**src/hdl/rrp_pkg.sv**
```systemverilog
// Shared types and constants for the request stream parser.
// Holds the parse-mode enum, the state/event/config structs and the event codes.
// No dependencies.
package rrp_pkg;

    typedef enum logic [3:0] {
        M_IDLE     = 4'd0,
        M_INLINE   = 4'd1,
        M_COUNT    = 4'd2,
        M_COUNT_LF = 4'd3,
        M_DOLLAR   = 4'd4,
        M_LEN      = 4'd5,
        M_LEN_LF   = 4'd6,
        M_DATA     = 4'd7,
        M_DATA_CR  = 4'd8,
        M_DATA_LF  = 4'd9,
        M_ERROR    = 4'd10
    } mode_t;

    // event codes
    localparam logic [2:0] EV_NONE      = 3'd0;
    localparam logic [2:0] EV_ARG_BYTE  = 3'd1;
    localparam logic [2:0] EV_ARG_END   = 3'd2;
    localparam logic [2:0] EV_CMD_END   = 3'd3;
    localparam logic [2:0] EV_PROTO_ERR = 3'd4;

    // protocol error codes
    localparam logic [2:0] ERR_NONE      = 3'd0;
    localparam logic [2:0] ERR_LINE_LONG = 3'd1;
    localparam logic [2:0] ERR_BAD_COUNT = 3'd2;
    localparam logic [2:0] ERR_NO_DOLLAR = 3'd3;
    localparam logic [2:0] ERR_BAD_LEN   = 3'd4;
    localparam logic [2:0] ERR_MISMATCH  = 3'd5;

    // configuration register indexes
    localparam logic [1:0] CFG_LINE_MAX  = 2'd0;
    localparam logic [1:0] CFG_COUNT_MAX = 2'd1;
    localparam logic [1:0] CFG_LEN_MAX   = 2'd2;

    localparam logic [16:0] LINE_MAX_RST  = 17'h10000;
    localparam logic [20:0] COUNT_MAX_RST = 21'h100000;
    localparam logic [29:0] LEN_MAX_RST   = 30'h20000000;

    localparam logic [29:0] NUM_SAT = 30'h3FFFFFFF;
    localparam logic [20:0] CNT_SAT = 21'h1FFFFF;

    localparam logic [7:0] CH_CR     = 8'h0D;
    localparam logic [7:0] CH_LF     = 8'h0A;
    localparam logic [7:0] CH_STAR   = 8'h2A;
    localparam logic [7:0] CH_DOLLAR = 8'h24;
    localparam logic [7:0] CH_SPACE  = 8'h20;
    localparam logic [7:0] CH_MINUS  = 8'h2D;
    localparam logic [7:0] CH_ZERO   = 8'h30;
    localparam logic [7:0] CH_NINE   = 8'h39;

    typedef struct packed {
        logic [16:0] line_max;
        logic [20:0] count_max;
        logic [29:0] len_max;
    } cfg_t;

    typedef struct packed {
        mode_t       mode;
        logic [20:0] args_rem;
        logic [29:0] bytes_rem;
        logic [29:0] accum;
        logic        neg;
        logic [16:0] line_len;
        logic [20:0] arg_cnt;
        logic        in_word;
    } pstate_t;

    typedef struct packed {
        logic [2:0]  kind;
        logic [7:0]  data;
        logic [19:0] index;
        logic [2:0]  err;
    } event_t;

endpackage

```
**src/hdl/rrp_core.sv**
```systemverilog
// Parser state register and the per-byte next-state and event logic.
// Depends on rrp_pkg (mode enum, state/event/config structs, codes).
module rrp_core (
    input  logic          clk,
    input  logic          rst_n,
    input  logic          step_en,
    input  logic [7:0]    data_byte,
    input  logic          new_connection,
    input  rrp_pkg::cfg_t cfg,
    output rrp_pkg::event_t ev
);

    rrp_pkg::pstate_t state_reg;
    rrp_pkg::pstate_t state_next;

    always_ff @(posedge clk or negedge rst_n)
    begin
        if (!rst_n)
        begin
            state_reg <= '0;
        end
        else if (step_en)
        begin
            state_reg <= state_next;
        end
    end

    always_comb
    begin
        rrp_pkg::pstate_t cur;
        logic [16:0] lim;
        logic [16:0] seen;
        logic        is_count;
        logic        is_digit;
        logic [3:0]  digit;
        logic [33:0] acc_mul;
        logic [29:0] acc_sat;
        logic        num_ok;
        logic [20:0] cnt_bump;
        logic        eff_word;
        logic [20:0] eff_cnt;
        logic [16:0] eff_len;

        cur = state_reg;
        if (new_connection)
        begin
            cur = '0;
        end
        state_next = cur;
        ev = '0;

        lim = (cfg.line_max == 17'd0) ? 17'd1 : cfg.line_max;
        seen = cur.line_len - 17'd1 - {16'd0, cur.neg};
        is_count = (cur.mode == rrp_pkg::M_COUNT);
        is_digit = (data_byte >= rrp_pkg::CH_ZERO) && (data_byte <= rrp_pkg::CH_NINE);
        digit = data_byte[3:0];
        acc_mul = {1'b0, cur.accum, 3'd0} + {3'd0, cur.accum, 1'b0} + {30'd0, digit};
        acc_sat = (acc_mul >= {4'd0, rrp_pkg::NUM_SAT}) ? rrp_pkg::NUM_SAT : acc_mul[29:0];
        cnt_bump = (cur.arg_cnt < rrp_pkg::CNT_SAT) ? cur.arg_cnt + 21'd1 : cur.arg_cnt;

        // strict decimal: optional leading minus on counts, no leading zeros, no "-0"
        if (data_byte == rrp_pkg::CH_MINUS)
        begin
            num_ok = is_count && (cur.line_len == 17'd1);
        end
        else if (!is_digit)
        begin
            num_ok = 1'b0;
        end
        else if ((seen != 17'd0) && (cur.accum == 30'd0))
        begin
            num_ok = 1'b0;
        end
        else if ((seen == 17'd0) && cur.neg && (data_byte == rrp_pkg::CH_ZERO))
        begin
            num_ok = 1'b0;
        end
        else
        begin
            num_ok = 1'b1;
        end

        // inline line view: an idle parser starts a fresh line
        if (cur.mode == rrp_pkg::M_IDLE)
        begin
            eff_word = 1'b0;
            eff_cnt  = 21'd0;
            eff_len  = 17'd0;
        end
        else
        begin
            eff_word = cur.in_word;
            eff_cnt  = cur.arg_cnt;
            eff_len  = cur.line_len;
        end

        unique case (cur.mode)
            rrp_pkg::M_IDLE,
            rrp_pkg::M_INLINE:
            begin
                state_next.in_word  = eff_word;
                state_next.arg_cnt  = eff_cnt;
                state_next.line_len = eff_len;
                if ((cur.mode == rrp_pkg::M_IDLE) && (data_byte == rrp_pkg::CH_STAR))
                begin
                    state_next.mode     = rrp_pkg::M_COUNT;
                    state_next.line_len = 17'd1;
                    state_next.accum    = 30'd0;
                    state_next.neg      = 1'b0;
                end
                else if (data_byte == rrp_pkg::CH_LF)
                begin
                    ev.kind = (eff_word || (eff_cnt != 21'd0)) ?
                              rrp_pkg::EV_CMD_END : rrp_pkg::EV_NONE;
                    state_next.in_word  = 1'b0;
                    state_next.arg_cnt  = 21'd0;
                    state_next.line_len = 17'd0;
                    state_next.mode     = rrp_pkg::M_IDLE;
                end
                else if (eff_len >= lim)
                begin
                    state_next.mode = rrp_pkg::M_ERROR;
                    ev.kind = rrp_pkg::EV_PROTO_ERR;
                    ev.err  = rrp_pkg::ERR_LINE_LONG;
                end
                else
                begin
                    state_next.mode     = rrp_pkg::M_INLINE;
                    state_next.line_len = eff_len + 17'd1;
                    if ((data_byte == rrp_pkg::CH_SPACE) || (data_byte == rrp_pkg::CH_CR))
                    begin
                        if (eff_word)
                        begin
                            ev.kind = rrp_pkg::EV_ARG_END;
                            ev.index = eff_cnt[19:0];
                            state_next.arg_cnt = (eff_cnt < rrp_pkg::CNT_SAT) ?
                                                 eff_cnt + 21'd1 : eff_cnt;
                            state_next.in_word = 1'b0;
                        end
                    end
                    else
                    begin
                        state_next.in_word = 1'b1;
                        ev.kind  = rrp_pkg::EV_ARG_BYTE;
                        ev.data  = data_byte;
                        ev.index = eff_cnt[19:0];
                    end
                end
            end
            rrp_pkg::M_COUNT,
            rrp_pkg::M_LEN:
            begin
                if (data_byte == rrp_pkg::CH_CR)
                begin
                    if (is_count)
                    begin
                        if ((seen == 17'd0) || (cur.accum == rrp_pkg::NUM_SAT) ||
                            (!cur.neg && (cur.accum > {9'd0, cfg.count_max})))
                        begin
                            state_next.mode = rrp_pkg::M_ERROR;
                            ev.kind = rrp_pkg::EV_PROTO_ERR;
                            ev.err  = rrp_pkg::ERR_BAD_COUNT;
                        end
                        else
                        begin
                            state_next.mode = rrp_pkg::M_COUNT_LF;
                        end
                    end
                    else
                    begin
                        if ((seen == 17'd0) || (cur.accum == rrp_pkg::NUM_SAT) ||
                            (cur.accum > cfg.len_max))
                        begin
                            state_next.mode = rrp_pkg::M_ERROR;
                            ev.kind = rrp_pkg::EV_PROTO_ERR;
                            ev.err  = rrp_pkg::ERR_BAD_LEN;
                        end
                        else
                        begin
                            state_next.mode = rrp_pkg::M_LEN_LF;
                        end
                    end
                end
                else if (cur.line_len >= lim)
                begin
                    state_next.mode = rrp_pkg::M_ERROR;
                    ev.kind = rrp_pkg::EV_PROTO_ERR;
                    ev.err  = rrp_pkg::ERR_LINE_LONG;
                end
                else if (!num_ok)
                begin
                    state_next.mode = rrp_pkg::M_ERROR;
                    ev.kind = rrp_pkg::EV_PROTO_ERR;
                    ev.err  = is_count ? rrp_pkg::ERR_BAD_COUNT : rrp_pkg::ERR_BAD_LEN;
                end
                else
                begin
                    if (data_byte == rrp_pkg::CH_MINUS)
                    begin
                        state_next.neg = 1'b1;
                    end
                    else
                    begin
                        state_next.accum = acc_sat;
                    end
                    state_next.line_len = cur.line_len + 17'd1;
                end
            end
            rrp_pkg::M_COUNT_LF:
            begin
                if (data_byte != rrp_pkg::CH_LF)
                begin
                    state_next.mode = rrp_pkg::M_ERROR;
                    ev.kind = rrp_pkg::EV_PROTO_ERR;
                    ev.err  = rrp_pkg::ERR_BAD_COUNT;
                end
                else if (cur.neg || (cur.accum == 30'd0))
                begin
                    state_next = '0;
                end
                else
                begin
                    state_next.args_rem = cur.accum[20:0];
                    state_next.arg_cnt  = 21'd0;
                    state_next.line_len = 17'd0;
                    state_next.mode     = rrp_pkg::M_DOLLAR;
                end
            end
            rrp_pkg::M_DOLLAR:
            begin
                if (data_byte == rrp_pkg::CH_DOLLAR)
                begin
                    state_next.mode     = rrp_pkg::M_LEN;
                    state_next.line_len = 17'd1;
                    state_next.accum    = 30'd0;
                    state_next.neg      = 1'b0;
                end
                else
                begin
                    state_next.mode = rrp_pkg::M_ERROR;
                    ev.kind = rrp_pkg::EV_PROTO_ERR;
                    ev.err  = rrp_pkg::ERR_NO_DOLLAR;
                end
            end
            rrp_pkg::M_LEN_LF:
            begin
                if (data_byte != rrp_pkg::CH_LF)
                begin
                    state_next.mode = rrp_pkg::M_ERROR;
                    ev.kind = rrp_pkg::EV_PROTO_ERR;
                    ev.err  = rrp_pkg::ERR_BAD_LEN;
                end
                else
                begin
                    state_next.bytes_rem = cur.accum;
                    state_next.line_len  = 17'd0;
                    state_next.mode = (cur.accum != 30'd0) ? rrp_pkg::M_DATA : rrp_pkg::M_DATA_CR;
                end
            end
            rrp_pkg::M_DATA:
            begin
                ev.kind  = rrp_pkg::EV_ARG_BYTE;
                ev.data  = data_byte;
                ev.index = cur.arg_cnt[19:0];
                if (cur.bytes_rem <= 30'd1)
                begin
                    state_next.bytes_rem = 30'd0;
                    state_next.mode = rrp_pkg::M_DATA_CR;
                end
                else
                begin
                    state_next.bytes_rem = cur.bytes_rem - 30'd1;
                end
            end
            rrp_pkg::M_DATA_CR:
            begin
                if (data_byte == rrp_pkg::CH_CR)
                begin
                    ev.kind  = rrp_pkg::EV_ARG_END;
                    ev.index = cur.arg_cnt[19:0];
                    state_next.mode = rrp_pkg::M_DATA_LF;
                end
                else
                begin
                    state_next.mode = rrp_pkg::M_ERROR;
                    ev.kind = rrp_pkg::EV_PROTO_ERR;
                    ev.err  = rrp_pkg::ERR_MISMATCH;
                end
            end
            rrp_pkg::M_DATA_LF:
            begin
                if (data_byte != rrp_pkg::CH_LF)
                begin
                    state_next.mode = rrp_pkg::M_ERROR;
                    ev.kind = rrp_pkg::EV_PROTO_ERR;
                    ev.err  = rrp_pkg::ERR_MISMATCH;
                end
                else if (cur.args_rem <= 21'd1)
                begin
                    ev.kind = rrp_pkg::EV_CMD_END;
                    state_next = '0;
                end
                else
                begin
                    state_next.arg_cnt  = cnt_bump;
                    state_next.args_rem = cur.args_rem - 21'd1;
                    state_next.mode     = rrp_pkg::M_DOLLAR;
                end
            end
            default:
            begin
                state_next.mode = rrp_pkg::M_ERROR;
            end
        endcase
    end

    // an error event always parks the parser in the error mode
    assert property (@(posedge clk) disable iff (!rst_n)
        step_en && (ev.kind == rrp_pkg::EV_PROTO_ERR) |=> state_reg.mode == rrp_pkg::M_ERROR)
        else $error("error event did not enter error mode");

    // a command end always leaves the parser idle
    assert property (@(posedge clk) disable iff (!rst_n)
        step_en && (ev.kind == rrp_pkg::EV_CMD_END) |=> state_reg.mode == rrp_pkg::M_IDLE)
        else $error("command end did not return to idle");

    // the error mode is left only through a new connection
    assert property (@(posedge clk) disable iff (!rst_n)
        step_en && (state_reg.mode == rrp_pkg::M_ERROR) && !new_connection
        |-> ev.kind == rrp_pkg::EV_NONE)
        else $error("event produced while in error mode");

endmodule

```
**src/hdl/resp_request_parser.sv**
```systemverilog
// Top level of the request stream parser: channels, config registers, pipeline.
// Depends on rrp_pkg and rrp_core.
//
// Usage:
//   The input channel (in_valid/in_ready) carries one byte of the client
//   request stream per transaction, with new_connection set on the first
//   byte of a fresh connection. The output channel (out_valid/out_ready)
//   returns exactly one event per input byte, in order: none, argument
//   byte, argument end, command end or protocol error with its code.
//   The configuration channel (cfg_valid/cfg_ready/cfg_index/cfg_data)
//   writes the line, count and length limits; it is always ready and is
//   meant to be used only while no byte is in flight.
//   An accepted byte enters the input register; from there the parse logic
//   loads its event into the event register, which drives the output.
//   Throughput is one byte per cycle while the receiver keeps taking events,
//   set by the parse step working on the running state.
//   A stalled receiver holds the event register; the input register still
//   takes one more byte, after which in_ready drops until the event leaves.
//   Reset clears the parser to idle with no pending transactions and loads
//   the default limits.
module resp_request_parser (
    input  logic        clk,
    input  logic        rst_n,

    input  logic        in_valid,
    output logic        in_ready,
    input  logic [7:0]  data_byte,
    input  logic        new_connection,

    output logic        out_valid,
    input  logic        out_ready,
    output logic [2:0]  event_res,
    output logic [7:0]  arg_byte,
    output logic [19:0] arg_index,
    output logic [2:0]  error_code,

    input  logic        cfg_valid,
    output logic        cfg_ready,
    input  logic [1:0]  cfg_index,
    input  logic [29:0] cfg_data
);

    rrp_pkg::cfg_t   cfg_reg;
    rrp_pkg::event_t ev;
    rrp_pkg::event_t out_reg;

    logic       s1_valid_reg;
    logic [7:0] s1_byte_reg;
    logic       s1_newc_reg;
    logic       out_valid_reg;
    logic       advance;
    logic       step_en;

    // the event register moves whenever it is empty or being taken
    assign advance   = !out_valid_reg || out_ready;
    assign step_en   = s1_valid_reg && advance;
    assign in_ready  = !s1_valid_reg || advance;
    assign cfg_ready = 1'b1;

    // configuration registers; writes beyond the list are dropped
    always_ff @(posedge clk or negedge rst_n)
    begin
        if (!rst_n)
        begin
            cfg_reg.line_max  <= rrp_pkg::LINE_MAX_RST;
            cfg_reg.count_max <= rrp_pkg::COUNT_MAX_RST;
            cfg_reg.len_max   <= rrp_pkg::LEN_MAX_RST;
        end
        else if (cfg_valid)
        begin
            unique case (cfg_index)
                rrp_pkg::CFG_LINE_MAX:  cfg_reg.line_max  <= cfg_data[16:0];
                rrp_pkg::CFG_COUNT_MAX: cfg_reg.count_max <= cfg_data[20:0];
                rrp_pkg::CFG_LEN_MAX:   cfg_reg.len_max   <= cfg_data;
                default:                ;
            endcase
        end
    end

    // input register: hold while the step is blocked
    always_ff @(posedge clk or negedge rst_n)
    begin
        if (!rst_n)
        begin
            s1_valid_reg <= 1'b0;
        end
        else if (in_ready)
        begin
            s1_valid_reg <= in_valid;
        end
    end

    always_ff @(posedge clk)
    begin
        if (in_valid && in_ready)
        begin
            s1_byte_reg <= data_byte;
            s1_newc_reg <= new_connection;
        end
    end

    rrp_core u_core (
        .clk            (clk),
        .rst_n          (rst_n),
        .step_en        (step_en),
        .data_byte      (s1_byte_reg),
        .new_connection (s1_newc_reg),
        .cfg            (cfg_reg),
        .ev             (ev)
    );

    // event register: advance when empty or taken
    always_ff @(posedge clk or negedge rst_n)
    begin
        if (!rst_n)
        begin
            out_valid_reg <= 1'b0;
        end
        else if (advance)
        begin
            out_valid_reg <= s1_valid_reg;
        end
    end

    always_ff @(posedge clk)
    begin
        if (step_en)
        begin
            out_reg <= ev;
        end
    end

    assign out_valid  = out_valid_reg;
    assign event_res  = out_reg.kind;
    assign arg_byte   = out_reg.data;
    assign arg_index  = out_reg.index;
    assign error_code = out_reg.err;

    // an error code comes with the error event and with nothing else
    assert property (@(posedge clk) disable iff (!rst_n)
        out_valid |-> ((event_res == rrp_pkg::EV_PROTO_ERR) == (error_code != rrp_pkg::ERR_NONE)))
        else $error("error code and event kind disagree");

    // a data byte is shown only with an argument byte event
    assert property (@(posedge clk) disable iff (!rst_n)
        out_valid && (event_res != rrp_pkg::EV_ARG_BYTE) |-> arg_byte == 8'd0)
        else $error("stray argument byte");

    // a blocked step keeps its byte in the input register
    assert property (@(posedge clk) disable iff (!rst_n)
        s1_valid_reg && !advance |=> s1_valid_reg && $stable(s1_byte_reg))
        else $error("input register lost a pending byte");

endmodule

```
**config.mk**
```make
export PLATFORM = sky130hd
export DESIGN_NAME = resp_request_parser
export DESIGN_NICKNAME = d
export VERILOG_FILES = /design/src/hdl/rrp_pkg.sv /design/src/hdl/rrp_core.sv /design/src/hdl/resp_request_parser.sv
export SDC_FILE = /design/constraint.sdc
export NUM_CORES = 1
export LEC_CHECK = 0
export BUFFER_PORTS_ARGS = -buffer_cell sky130_fd_sc_hd__clkbuf_2
export CORE_ASPECT_RATIO = 0.6
export CORE_MARGIN = 2
export CORE_UTILIZATION = 65
export CTS_BUF_LIST = sky130_fd_sc_hd__clkbuf_4
export DETAILED_ROUTE_END_ITERATION = 8
export PLACE_DENSITY = 0.83
export SETUP_SLACK_MARGIN = 0.1
export SYNTH_ARGS = -nofsm -noshare
export SYNTH_HDL_FRONTEND = slang
export SYNTH_SLANG_ARGS = --single-unit
```
**constraint.sdc**
```tcl
create_clock -name clk -period 10.55 [get_ports clk]
set_input_delay 1.055 -clock clk [delete_from_list [all_inputs] [get_ports clk]]
set_output_delay 1.055 -clock clk [all_outputs]
set_load 0.03 [all_outputs]
```
## Yosys cells after proc, flatten, opt, wreduce, memory -nomap -nowiden

Index checks and enable logic that the tools add are counted.

- Bits in registers: 238
- Output and inout bits: 37

- Reductions and logical operators: 34
- Muxes and demuxes: 98
- Eq/ne operators: 21
- Add/sub/neg operators: 10
- Order comparisons: 11

Operators with widths:

| cell | count |
|---|---|
| 2-to-1 mux 121 bit | 2 |
| 2-to-1 mux 48 bit | 4 |
| case mux 31 bit (5 select lines) | 1 |
| 2-to-1 mux 125 bit | 1 |
| 2-to-1 mux 30 bit | 4 |
| case mux 30 bit (4 select lines) | 1 |
| 2-to-1 mux 21 bit | 5 |
| case mux 17 bit (6 select lines) | 1 |
| 2-to-1 mux 39 bit | 2 |
| 2-to-1 mux 78 bit | 1 |
| 2-to-1 mux 17 bit | 4 |
| case mux 22 bit (3 select lines) | 1 |
| 2-to-1 mux 31 bit | 2 |
| 2-to-1 mux 61 bit | 1 |
| 2-to-1 mux 20 bit | 3 |
| 2-to-1 mux 3 bit | 20 |
| 2-to-1 mux 4 bit | 15 |
| case mux 20 bit (3 select lines) | 1 |
| 2-to-1 mux 24 bit | 2 |
| 2-to-1 mux 22 bit | 2 |
| adder 21 x 1 -> 21 bit (second input constant) | 2 |
| < comparator 21 bit (second input constant) | 2 |
| case mux 21 bit (2 select lines) | 1 |
| case mux 3 bit (7 select lines) | 2 |
| 45 further kinds | 94 |

## Depth between registers and ports, before layout

Gate-level depths: netlist (run 1).

- Depth in word-level cells: 14
- Mapped depth: 23
- Depth with buffers taken out: 16

## By module

A second synthesis (run 1) with hierarchy kept.

- Cell total of the unflattened synthesis: 2355
- Area, all modules: 19422.4 um^2

By module, submodules not included:

| module | cells each | instances | area an instance (um^2) | sequential area each (um^2) |
|---|---|---|---|---|
| rrp_core | 2157 | 1 | 15486.1 | 3128.0 |
| resp_request_parser | 198 | 1 | 3936.3 | 3046.7 |

## Least setup slack after synthesis (run 1)

No wires, ideal clock.

- Path kind: register to register
- From: register s1_newc_reg
- To: register u_core.state_reg[48] (netlist bit)
- Period minus slack after synthesis: 5.930 ns
- Path buffers: 9
- Setup slack: 4.620 ns
- Data required time: 10.428 ns
- Arrival: 5.808 ns
- Setup time: 0.122 ns
- Cell stages (with the launch flop): 23
- Cells stage by stage: edfxtp_1 > clkbuf_1 > clkbuf_1 > clkbuf_1 > buf_1 > clkbuf_1 > clkbuf_1 > buf_1 > clkbuf_1 > nor2b_1 > ha_1 > fa_1 > a21o_1 > a221o_1 > a211oi_1 > a31oi_1 > a211oi_1 > xnor2_1 > a211oi_1 > nand3_2 > clkbuf_1 > o221ai_1 > nand2_1

- Cells in the longest elaborated chain, start to end: 14

Ends and longest elaborated chain:

| item | RTL line | text |
|---|---|---|
| from (decl) | resp_request_parser.sv:49 | `logic s1_newc_reg;` |
| from (signal assigned) | resp_request_parser.sv:98 | `s1_newc_reg <= new_connection;` |
| 2-to-1 mux 125 bit * | rrp_core.sv:45 | `if (new_connection)` |
| branches (longest 12 deep; another with adder 33 x 31 -> 34 bit) | -- |  |
| case mux 31 bit (5 select lines) * | rrp_core.sv:97 | `unique case (cur.mode)` |
| to (signal assigned) | rrp_core.sv:24 | `state_reg <= state_next;` |
| to (decl) | rrp_core.sv:13 | `rrp_pkg::pstate_t state_reg;` |

Mark *: on every way between the ends.
A chain may end at the register's enable or synchronous reset.

## Final worst setup path (run 1)

- From: register s1_newc_reg
- To: register u_core.state_reg[66] (netlist bit)

Same word-level chain as after synthesis.

==> impl_metrics.env, run 1 <==
export IMPL_outcome="finished, final reports clean"
export IMPL_final_min_clock_period_ps=6230
export IMPL_synth_ff_latch_count=238
export IMPL_avgRoutedWirePerCell_um=23.4
export IMPL_worstMarginPinSlew_ps=1230
export IMPL_grt_pass1_wl_um=104000
export IMPL_core_area_mm2=0.0289
export IMPL_path_cells="buf_4 -> inv_2 -> nand2_1 -> inv_1 -> ha_1 -> inv_1 -> ha_1 -> or3b_1 -> a221o_1 -> a221oi_1 -> o211ai_1 -> a2111oi_4 -> mux2i_2 -> nor3_2 -> buf_4 -> nand3_2 -> o31ai_1 -> a21oi_1"
export IMPL_htreeDepth=2
export IMPL_io_buffer_count=81
export IMPL_cts_setup_buffers=0
export IMPL_crit_path_end_kind="flop"
export IMPL_fin_total_pwr_mw=3.10
export IMPL_core_rowCount=48
export IMPL_ant_nets=0
export IMPL_drive_gt1_frac=0.122
export IMPL_required_ps=11170
export IMPL_synth_cells=2359
export IMPL_syn2layout_area_growth_pct=7.54
export IMPL_grt_setup_unrepaired="no"
export IMPL_ios=83
export IMPL_maxCapViolations=0
export IMPL_ys_types=89
export IMPL_regToRegSetupSlack_ps=4320
export IMPL_synth_ff_type="dfrtp_1"
export IMPL_slew_headroom=0.173
export IMPL_num_vias=20054
export IMPL_cp_startpoint="s1_newc_reg"
export IMPL_clock_sinks=238
export IMPL_wirelength_um=66600
export IMPL_post_cts_resized=0
export IMPL_vdd_drop_max_mv=0.121
export IMPL_yosys_area_top_type_share=0.250
export IMPL_seq_area_mm2=0.00617
export IMPL_skew_ps=72.8
export IMPL_crit_reg2reg_launch="s1_newc_reg"
export IMPL_die_area_mm2=0.0310
export IMPL_cts_buffers=59
export IMPL_synth_top_family_by_area="simple AND/OR/NAND/NOR gates"
export IMPL_final_cell_mix="285 x nand2_1, 192 x o21ai_0, 192 x dfrtp_1"
export IMPL_maxSlewViolCount=0
export IMPL_yosys_area_top_type="dfrtp_1"
export IMPL_largest_reg_flops=125
export IMPL_syn_area_mm2=0.0192
export IMPL_multi_input_area_mm2=0.0122
export IMPL_cp_arrival_ps=6850
export IMPL_synth_nets=2560
export IMPL_power_density_mw_per_mm2=150
export IMPL_grt_total_usage=0.427
export IMPL_floorplan_initialDensity=0.664
export IMPL_criticalPathCategory="flop to flop"
export IMPL_first_global_vias=18432
export IMPL_dpl_hpwl_um=47900
export IMPL_dr_pass1_iters=8
export IMPL_dr_first_iter_drc_count=3253
export IMPL_synth_simple_gate_area_frac=0.237
export IMPL_post_route_drc_count=0
export IMPL_max_stage_delay_ps=540
export IMPL_synth_compound_area_frac=0.227
export IMPL_synth_edff_count=43
export IMPL_finalHoldViolations=0
export IMPL_clock_root_buffer="clkbuf_4"
export IMPL_yosys_area_share_xor_xnor=0.0273
export IMPL_ys_top_cells_by_area="dfrtp_1 25%, ha_1 10%, edfxtp_1 6.7%, nand2_1 5.6%, o21ai_0 5.1%"
export IMPL_final_setup_viol_count=0
export IMPL_min_delay_path_class="input pin to asynchronous set/reset pin"
export IMPL_via_per_inst=7.03
export IMPL_crit_slowest_cell="inv_2"
export IMPL_layout_nets=2608
export IMPL_synth_async_sr_flop_share=0.819
export IMPL_clk_path_buf_depth=3
export IMPL_p_leak_nw=9.52
export IMPL_fin_crit_sh=0.590
export IMPL_synthAdderAreaFrac=0.101
export IMPL_yosys_warnings=0
export IMPL_tns_ps=0
export IMPL_reg2reg_to="u_core.state_reg[66]"
export IMPL_reg2reg_depth=18
export IMPL_final_common_cell="nand2_1"
export IMPL_start_kind="flop"
export IMPL_antenna_found_initial=1
export IMPL_fmax_mhz=161
export IMPL_synthMuxAreaShare=0.0406
export IMPL_die_w_um=226
export IMPL_gp_congestion=1.03
export IMPL_cts_tree="yes"
export IMPL_synth_area_per_cell_um2=8.15
export IMPL_cts_hold_buffers=0
export IMPL_overflow=0
export IMPL_nFillCells=2358
export IMPL_crit_end="u_core.state_reg[66]"
export IMPL_clk_pin_slew_ps=90
export IMPL_crit_fanout=51
export IMPL_die_y_um=137
export IMPL_timing_hold_ws_ps=228
export IMPL_grt_start_max_net_pins=75
export IMPL_clkLatencyLatePin_ps=800
export IMPL_yosysSeqAreaShare=0.321
==> critical path: cells and delay by family (launching register included) <==
family          cells  cell delay, ps
mux                 1             230
simple gates        4            1270
buf+inv             5            1680
compound gates      6            1750
flops               1             350
fa+ha+maj           2             720
==> worst min-delay path by stage <==
| stage | start | endpoint | slack, ps | depth (start not counted) |
|---|---|---|---|---|
| 2_1_floorplan | s1_valid_reg | out_valid | 460 | 1 |
| 3_3_place_gp | u_core.state_reg[120] | u_core.state_reg[120] | 480 | 2 |
| 3_5_place_dp | u_core.state_reg[62] | u_core.state_reg[62] | 490 | 2 |
| 4_1_cts | rst_n | cfg_reg[2] | 220 | 1 |
| 5_1_grt | rst_n | cfg_reg[2] | 260 | 1 |
| 6_report | rst_n | cfg_reg[2] | 230 | 1 |
==> layer usage <==
layer | up-vias | track usage | share of wire
met4 | 0 | 0.125 | 0.027
met3 | 216 | 0.138 | 0.15
met1 | 9365 | 0.632 | 0.43
li1 | 8814 | - | -
met5 | - | 0 | 0
met2 | 1659 | 0.588 | 0.40
==> metrics by stage <==
stage | cell area, um2 | instances | setup slack [ps] | utilization
6_report | 20700 | 2853 | 4320 | 0.714
5_1_grt | 20700 | 2853 | 4150 | 0.714
4_1_cts | 20700 | 2852 | 4600 | 0.714
3_5_place_dp | 19900 | 2746 | 4620 | 0.688
3_3_place_gp | 19900 | 2746 | 4790 | 0.688
2_1_floorplan | 19200 | 2359 | 4620 | -
==> cells in the mapped netlist, types with 22 or more instances <==
library cell,number
nand2_1,286
o21ai_0,195
dfrtp_1,192
nor2_1,190
a21oi_1,164
ha_1,154
clkbuf_1,114
inv_1,110
nor3_1,76
nor2b_1,69
nand3_1,60
mux2_2,53
a21o_1,46
xnor2_1,45
edfxtp_1,43
nor4_1,41
nand4_1,40
a31oi_1,32
and3_1,32
o221ai_1,30
nand2b_1,23
o211ai_1,22
o22ai_1,22
==> cell families after synthesis <==
logic type | Yosys count
AOI/OAI and AO/OA | 679
xor gates and xnor gates | 60
adders and majority gates | 155
buffers and inverters | 233
DFF | 238
muxes | 71
other | 1
and+or+nand+nor | 922
==> report_power, final <==
group	switching, mW	leakage [nW]	total (mW)	internal, mW
clock	0.434	0.457	0.843	0.408
sequential	0.129	2.97	1.18	1.05
combinational	0.718	6.10	1.07	0.354
==> cell type report <==
class	instances	area share
multi-input cells	1888	0.590
repair buffers	108	0.0298
well taps	400	0.0242
clock inverters	24	0.00726
inverters	112	0.0203
clock buffers	82	0.0298
diodes	1	0.000121
flip-flops and latches	238	0.299
Note: power is estimated with default switching activity, not from simulation.
==> run 2: changes to the inputs <==
clock period = 6.1 ns   (was 10.55 ns; I/O delays follow)
==> impl_metrics.env, run 2 (synthesis gave the netlist of run 1 again) <==
export IMPL_clock_sinks=238
export IMPL_die_area_mm2=0.0310
export IMPL_cts_buffers=61
export IMPL_ant_nets=0
export IMPL_num_vias=20145
export IMPL_crit_slowest_cell="nand3_2"
export IMPL_final_setup_viol_count=0
export IMPL_post_cts_resized=0
export IMPL_first_global_vias=18865
export IMPL_core_area_mm2=0.0289
export IMPL_worstMarginPinSlew_ps=1300
export IMPL_core_rowCount=48
export IMPL_dpl_hpwl_um=49100
export IMPL_syn2layout_area_growth_pct=8.73
export IMPL_crit_path_end_kind="flop"
export IMPL_cp_arrival_ps=6130
export IMPL_fin_ws_ps=611
export IMPL_antenna_found_initial=2
export IMPL_maxSlewViolCount=0
export IMPL_cts_tree="yes"
export IMPL_cpMostUsedCell="a211oi_1"
export IMPL_grt_start_max_net_pins=104
export IMPL_crit_fanout=46
export IMPL_cts_setup_buffers=0
export IMPL_via_per_inst=6.99
export IMPL_floorplan_initialDensity=0.664
export IMPL_clk_pin_slew_ps=70
export IMPL_final_min_clock_period_ps=5490
export IMPL_dr_first_iter_drc_count=3354
export IMPL_grt_total_usage=0.438
export IMPL_largest_reg_flops=125
export IMPL_required_ps=6740
export IMPL_max_stage_delay_ps=570
export IMPL_grt_pass1_wl_um=106000
export IMPL_vdd_drop_max_mv=0.244
export IMPL_clock_root_buffer="clkbuf_4"
export IMPL_dp_slack_ps=852
export IMPL_path_cells="buf_12 -> nand2b_1 -> xnor2_1 -> ha_1 -> fa_1 -> a21o_1 -> a221o_1 -> a211oi_1 -> a31oi_1 -> a211oi_1 -> xnor2_1 -> a211oi_1 -> nand3_2 -> o31ai_1 -> a21oi_1"
export IMPL_tns_ps=0
export IMPL_fin_crit_sh=0.900
export IMPL_final_common_cell="nand2_1"
export IMPL_wirelength_um=67700
export IMPL_dp_cells=2759
export IMPL_start_kind="flop"
export IMPL_final_cell_mix="285 x nand2_1, 192 x o21ai_0, 192 x dfrtp_1"
export IMPL_fin_cells=2882
export IMPL_maxCapViolations=0
export IMPL_criticalPathCategory="flop to flop"
export IMPL_die_w_um=226
export IMPL_clk_path_buf_depth=3
export IMPL_fmax_mhz=182
export IMPL_overflow=0
export IMPL_post_route_drc_count=0
export IMPL_cts_hold_buffers=9
export IMPL_outcome="finished, final reports clean"
export IMPL_p_leak_nw=9.65
export IMPL_min_delay_path_class="input pin to flop"
export IMPL_timing_hold_ws_ps=37.1
export IMPL_layout_nets=2632
export IMPL_avgRoutedWirePerCell_um=23.5
export IMPL_slew_headroom=0.134
export IMPL_htreeDepth=2
export IMPL_io_buffer_count=81
export IMPL_finalHoldViolations=0
export IMPL_die_y_um=137
export IMPL_drive_gt1_frac=0.130
export IMPL_grt_setup_unrepaired="no"
export IMPL_fin_util=0.722
export IMPL_power_density_mw_per_mm2=258
export IMPL_skew_ps=70.2
export IMPL_dr_pass1_iters=8
export IMPL_gp_congestion=1.03
export IMPL_clkLatencyLatePin_ps=810
export IMPL_ios=83
-- run 2: critical path: cells and delay by family (launching register included) --
family / cells / cell delay [ps]
AO/OA/AOI/OAI: 8 / 2600
XOR/XNOR: 2 / 300
adder cells (fa/ha/maj): 2 / 800
buffers and inverters: 1 / 240
flip-flops: 1 / 510
AND/OR/NAND/NOR: 2 / 860
-- run 2: worst paths after layout --
| path | slack, ps | to | start | cells past startpoint |
|---|---|---|---|---|
| worst max-delay path | 610 | u_core.state_reg[66] | s1_newc_reg | 15 |
| worst min-delay path | 40 | s1_byte_reg[3] | data_byte[3] | 1 |
| worst max register to register | 610 | u_core.state_reg[66] | s1_newc_reg | 15 |
| worst min register to register | 500 | cfg_reg[27] | cfg_reg[27] | 1 |
| max in group asynchronous | 4120 | u_core.state_reg[13] | rst_n | 3 |
| min in group asynchronous | 500 | cfg_reg[28] | rst_n | 2 |
-- run 2: routing by layer --
layer / global-route usage / share of wire
met2: 0.606 / 0.40
met5: 0 / 0
met1: 0.639 / 0.41
met3: 0.145 / 0.16
met4: 0.148 / 0.032
-- run 2: layout make-up --
class,instances,area (um2)
Multi-Input combinational cell,1888,12200
Inverter,112,420
Clock buffer,97,728
Fill cell,2351,8040
Antenna cell,2,5.00
Sequential cell,238,6170
Timing Repair Buffer,130,817
Clock inverter,15,58.8
Tap cell,400,500
-- run 2: power by group --
group | total [mW] | switching, mW | internal, mW | leakage (nW)
sequential | 2.05 | 0.226 | 1.82 | 2.97
clock | 1.47 | 0.751 | 0.715 | 0.477
combinational | 1.88 | 1.25 | 0.626 | 6.21
total | 5.39 | 2.23 | 3.16 | 9.65
-- run 2: per-stage QoR --
step,instance area [um2],total power [mW]
6_report,20900,5.39
5_1_grt,20900,5.63
4_1_cts,20900,5.29
3_5_place_dp,20000,3.83
3_3_place_gp,20000,3.77
2_1_floorplan,19200,3.24
